## config.mk

```make
export PLATFORM = sky130hd
export DESIGN_NAME = stk_ctrl
export DESIGN_NICKNAME = d
export VERILOG_FILES = /design/src/rtl/stk_pkg.sv /design/src/rtl/stk_ctrl.sv
export SDC_FILE = /design/constraint.sdc
export NUM_CORES = 1
export LEC_CHECK = 0
export ABC_AREA = 1
export BUFFER_PORTS_ARGS = -buffer_cell sky130_fd_sc_hd__clkbuf_2
export CAP_MARGIN = 10
export CORE_AREA = 2 2 39 41
export CTS_BUF_LIST = sky130_fd_sc_hd__clkbuf_16
export CTS_CLUSTER_SIZE = 30
export DETAILED_ROUTE_END_ITERATION = 6
export DIE_AREA = 0 0 41 43
export PLACE_DENSITY = 0.62
export SKIP_CTS_REPAIR_TIMING = 1
export SYNTH_ARGS = -nofsm -noshare
export SYNTH_HDL_FRONTEND = slang
export SYNTH_SLANG_ARGS = --single-unit
```

## constraint.sdc

```tcl
create_clock -name clk -period 1.2 [get_ports clk]
set_input_delay 0 -clock clk [delete_from_list [all_inputs] [get_ports clk]]
set_output_delay 0 -clock clk [all_outputs]
set_load 0.01 [all_outputs]
```

## src/rtl/stk_pkg.sv

```systemverilog
// ---------------------------------------------------------------------------
// stk_pkg
// shared constants, command codes and control structs of the sorted table
// nearest-neighbor search
// ---------------------------------------------------------------------------
package stk_pkg;

  localparam int DEF_MAX_ENTRIES   = 4096;
  localparam int DEF_MAX_NEIGHBORS = 64;

  localparam int CMD_W    = 2;
  localparam int VALUE_W  = 32;
  localparam int LABEL_W  = 12;
  localparam int NCOUNT_W = 7;
  localparam int DIST_W   = 32;
  localparam int OLABEL_W = 13;
  localparam int ENTRY_W  = VALUE_W + LABEL_W;

  localparam logic [CMD_W-1:0] CMD_CLEAR  = 2'd0;
  localparam logic [CMD_W-1:0] CMD_APPEND = 2'd1;
  localparam logic [CMD_W-1:0] CMD_QUERY  = 2'd2;

  // controller to datapath
  typedef struct packed {
    logic clear;
    logic append;
    logic query;
    logic chk_first;
    logic chk_last;
    logic srch_issue;
    logic srch_cmp;
    logic emit;
    logic fill;
  } stk_cmd_t;

  // datapath to controller
  typedef struct packed {
    logic count_zero;
    logic rd_gt_q;
    logic search_done;
    logic out_free;
    logic emit_last;
    logic emit_fill;
  } stk_stat_t;

endpackage

```

## src/rtl/stk_ctrl.sv

```systemverilog
// ---------------------------------------------------------------------------
// stk_ctrl
// sequencer: accepts transactions, steps the binary search and the
// outward walk, one table read at a time
// ---------------------------------------------------------------------------
module stk_ctrl import stk_pkg::*; (
  input  logic             clk,
  input  logic             rst_n,
  input  logic             in_valid,
  input  logic [CMD_W-1:0] in_cmd,
  output logic             in_stall,
  output stk_cmd_t         cmd,
  input  stk_stat_t        stat
);

  localparam logic [2:0] S_IDLE  = 3'd0;
  localparam logic [2:0] S_FIRST = 3'd1;
  localparam logic [2:0] S_LAST  = 3'd2;
  localparam logic [2:0] S_SRCH  = 3'd3;
  localparam logic [2:0] S_CMP   = 3'd4;
  localparam logic [2:0] S_WALK  = 3'd5;
  localparam logic [2:0] S_FILL  = 3'd6;

  logic [2:0] state_r;
  logic [2:0] state_nxt;

  always_comb begin
    cmd       = '0;
    state_nxt = state_r;
    unique case (state_r)
      S_IDLE: begin
        if (in_valid) begin
          unique case (in_cmd)
            CMD_CLEAR:  cmd.clear = 1'b1;
            CMD_APPEND: cmd.append = 1'b1;
            CMD_QUERY: begin
              cmd.query = 1'b1;
              state_nxt = stat.count_zero ? S_WALK : S_FIRST;
            end
            default: ;
          endcase
        end
      end
      S_FIRST: begin
        cmd.chk_first = 1'b1;
        state_nxt     = stat.rd_gt_q ? S_WALK : S_LAST;
      end
      S_LAST: begin
        cmd.chk_last = 1'b1;
        state_nxt    = stat.rd_gt_q ? S_SRCH : S_WALK;
      end
      S_SRCH: begin
        cmd.srch_issue = 1'b1;
        state_nxt      = stat.search_done ? S_WALK : S_CMP;
      end
      S_CMP: begin
        cmd.srch_cmp = 1'b1;
        state_nxt    = S_SRCH;
      end
      S_WALK: begin
        if (stat.out_free) begin
          cmd.emit = 1'b1;
          if (stat.emit_last) begin
            state_nxt = S_IDLE;
          end else if (stat.emit_fill) begin
            state_nxt = S_FILL;
          end
        end
      end
      S_FILL: begin
        cmd.fill  = 1'b1;
        state_nxt = S_WALK;
      end
      default: state_nxt = S_IDLE;
    endcase
  end

  always_ff @(posedge clk) begin
    if (!rst_n) begin
      state_r <= S_IDLE;
    end else begin
      state_r <= state_nxt;
    end
  end

  assign in_stall = (state_r != S_IDLE);

  a_emit_free: assert property (@(posedge clk) disable iff (!rst_n)
    cmd.emit |-> stat.out_free)
    else $error("result loaded into a busy output register");

  a_fill_after_walk: assert property (@(posedge clk) disable iff (!rst_n)
    (state_r == S_FILL) |-> ($past(state_r) == S_WALK))
    else $error("refill without a preceding emit");

  a_last_idle: assert property (@(posedge clk) disable iff (!rst_n)
    (cmd.emit && stat.emit_last) |=> (state_r == S_IDLE))
    else $error("query did not end after its last result");

endmodule

```

Word level (Yosys, flattened, before mapping):

Index checks and enable logic that the tools add are counted.

* logic and storage cells: 39
* flip-flop bits (word level): 3
* output and inout bits: 10
* input bits: 11

* muxes and demuxes: 22
* reductions and logical operators: 4
* eq/ne operators: 12

Operators by type and width (count)
* 3-bit 2-to-1 mux: 10
* 3-bit case mux with 7 select lines: 1
* 1-bit 2-to-1 mux: 11
* 3-bit equality test (second input constant): 3
* 3-bit by 2-bit equality test with 1-bit output (second input constant): 2
* 2-bit != test (second input constant): 2
* 4-bit AND reduction: 1
* 3-bit by 1-bit equality test with 1-bit output (second input constant): 1
* 3-bit zero test: 1
* 3-bit != test (second input constant): 1
* 3-bit nonzero test: 1
* 2-bit by 1-bit equality test with 1-bit output (second input constant): 1
* 2-bit equality test (second input constant): 1
* 2-bit zero test: 1
* 2-bit by 1-bit != test with 1-bit output (second input constant): 1

Longest topological paths before layout:

* depth after elaboration: 4
* gate-level depth with buffers: 8
* mapped depth without buffers: 8

Worst setup path after synthesis:

No wires, ideal clock.

* path type: register to register
* start: register state_r[1]
* end: register state_r[1]
* setup time: 0.064 ns
* required time: 1.136 ns
* clock period less this slack: 1.135 ns
* setup slack: 0.065 ns
* buffers on the path: 0
* cell stages (with the launch flop): 7
* arrival: 1.071 ns
* path through: dfxtp_1 inv_1 nor3_1 nand2_1 o211ai_1 nand2_1 nor2_1

* word-level cells in the longest chain between the ends: 3
* elaborated cells between the ends (all ways): 13
* classes of those cells: eq/ne (10); mux (1); reduce/logical (2)

RTL lines
* start, declared: line stk_ctrl.sv:24 `logic [2:0] state_r;`
* start signal, assigned: line stk_ctrl.sv:82 `state_r <= state_nxt;`
* 3-bit equality test / 3-bit zero test (equally long branches): line stk_ctrl.sv:30 `unique case (state_r)`
* 3-bit != test (no source line), or another cell as far along
* 4-bit AND reduction (no source line)

Parallel ways exist; a longest one is shown, timed or not.
A chain may end at the register's enable or synchronous reset.

==> results by group <==
Setup path
  • WP data required: approximately 1200 ps
  • CP max FO: 5
  • Kind of critical path: register to output pin
  • Arrival @ worst endpoint: between 1000 and 1500 ps
  • Startpoint types: register
  • CP cell instances: inv_2 -> nor2_4 -> nand2_2 -> buf_4 -> nor2_1 -> buf_2
  • CP max-delay cell: dfxtp_4
  • Crit path largest cell delay: around 370 ps
  • Worst R2R Setup Slack: 80 ps
  • Critical Path Sink Type: output pin

Finish
  • Most frequent cells in the layout: 16 x clkbuf_2, 15 x nand2_1, 10 x inv_1, 10 x nor2_1, 6 x nand3_1
  • Top Registers: state_r: 3 flops
  • Antenna Cells: 0
  • Top reg by flops: state_r
  • Layout Area Growth over Synthesis: 83.3%
  • Leading cell type in the layout, fill and taps excluded: clkbuf_2
  • FILL cells: approximately 150
  • Max reg flops: 3
  • Fraction of layout cells with a size suffix above 1: approximately half
  • Final nets: 101

STA
  • RSZ-0062 raised after global routing: true
  • Fmax: between 800 and 900 MHz
  • WHS: around 18 ps
  • Crit share post-route: between 90% and 100%
  • Total negative slack: 0 ps
  • Final count of negative-setup-slack endpoints: 0
  • Worst rel slew slack: 87.8%
  • Final Skew: ~2.5 ps
  • Worst-Margin Slew: ~180 ps
  • Endpoints failing hold: 0
  • Min cycle time layout: between 1000 and 1500 ps
  • Fin worst setup slack: roughly 40 ps
  • Slew Limit Fails: 0

Die
  • Die Wd: about 41 um
  • Core area: roughly 1400 um^2
  • Die Height: 43 um
  • DIE AREA: around 1800 um^2
  • Num rows: 14
  • Starting density of the core: 22.8%
  • Boundary pin count: 21

GRT
  • Vias in the first global route: ~320
  • Grt total ovfl: 0
  • Antenna violations before repair: 0
  • Total GRT Usage: a little over a tenth
  • First-pass GRT wire length: ~1.3 mm
  • Largest net degree at the start of global routing: 8

Synthesis
  • Netlist cell types: 13
  • Synth area leaders: dfxtp_1 19%, nand2_1 19%, nor2_1 15%, inv_1 11%, nand3_1 9.5%
  • Syn_nets: between 70 and 80
  • Area leader, netlist: dfxtp_1
  • Mapped Cells: 61
  • Post-synthesis cell area: ~320 um^2
  • FF+latch count, synth: 3
  • Ys Warns: 0
  • Area share of the largest cell type after synthesis: 19.0%
  • Mean post-synth cell area: 5.17 um^2
  • Sequential area share after synthesis: between 10% and 20%

Clock tree
  • H-tree levels: 1
  • Reg clk slew, reported paths: around 30 ps
  • Num CTS Buffers: 3
  • Root buffer cell: clkbuf_16
  • CTS tree: built
  • Clock Latency Late Sink: approximately 220 ps
  • CTS sink cnt: 3
  • Worst-case clock buffer depth: 2

Routing
  • Vias per inst: a little over 4
  • Routed vias: between 400 and 500
  • Drt total wl: roughly 880 um
  • Routed WL per cell: between 8 and 9 um
  • DR DRC count: 0
  • Final ANT Viol Nets: 0
  • DRT Pass-1 Iters: 4
  • Iteration-0 DRC Markers: 7

Place
  • IO Port Bufs: 20
  • Routability cong.: between 0.7 and 0.8
  • Pre-CTS setup slack: between 50 and 60 ps
  • Post-DP HPWL: a little under 700 um

Outcome
  • Status: completed

Power and ir drop
  • Maximum vdd drop: 1.45 mV
  • Overall Power: ~1.5 mW
  • Power Dens Cells: ~2500 nW/um^2
  • Leak Pwr: 0.350 nW

Job
  • Max-cap violations: 0

Worst hold path
  • HP Class: primary input to register
## metrics by stage
stage	cells	util (%)	cell area, um^2
6_report	105	41.8	578
5_1_grt	105	41.8	578
4_1_cts	104	38.8	537
3_5_place_dp	100	33.1	458
3_3_place_gp	100	33.1	458
2_1_floorplan	61	-	315
## cell usage after synthesis
| cell type | instances |
|---|---|
| a21oi_1 | 2 |
| dfxtp_1 | 3 |
| inv_1 | 9 |
| inv_2 | 4 |
| nand2_1 | 16 |
| nand2_2 | 2 |
| nand3_1 | 6 |
| nand3_2 | 1 |
| nor2_1 | 13 |
| nor2_2 | 1 |
| nor2_4 | 1 |
| nor3_1 | 2 |
| o211ai_1 | 1 |
## cells by family after synthesis
family | share of synthesized area (%)
and+or+nand+nor | 59.9
buffers and inverters | 15.5
DFF | 19.0
AOI/OAI and AO/OA | 5.56
## critical path: cells and delay by family, from the launching register on
family	cells	cell delay, ps
DFF	1	370
buffers and inverters	3	310
and+or+nand+nor	3	260
## where the power goes
group | internal [mW] | total [mW] | switching [mW]
Clock | 0.429 | 0.507 | 0.0790
Sequential | 0.153 | 0.240 | 0.0872
Combinational | 0.309 | 0.725 | 0.416
## layout make-up
| class | instances | area [um^2] | share of cell area [%] |
|---|---|---|---|
| Clock buffer | 3 | 75.1 | 13.0 |
| Tap cell | 16 | 20.0 | 3.46 |
| Multi-Input combinational cell | 45 | 231 | 40.0 |
| Timing Repair Buffer | 24 | 130 | 22.5 |
| Sequential cell | 3 | 66.3 | 11.5 |
| Clock inverter | 1 | 3.75 | 0.649 |
| Inverter | 13 | 51.3 | 8.87 |
## path summary, 6_finish.rpt
kind                      startpoint                      end  depth (start not counted)
max          state_r[0]$_SDFFE_PN0P_                   cmd[1]                          6
min                            rst_n  state_r[2]$_SDFFE_PN0P_                          3
max reg2reg  state_r[0]$_SDFFE_PN0P_  state_r[1]$_SDFFE_PN0P_                          8
min reg2reg  state_r[0]$_SDFFE_PN0P_  state_r[2]$_SDFFE_PN0P_                          2
## routing by layer
layer  vias up  global-route usage (%)  part of all wire [%]  routed length [um]
met1       177                    15.4                    46                 405
met3         0                    6.81                   6.7                  59
met5         -                       0                     0                   0
met2        14                    12.5                    47                 413
li1        241                       -                     -                   -
met4         0                    4.00                     0                   0
Power figures use the tool's default switching activity.
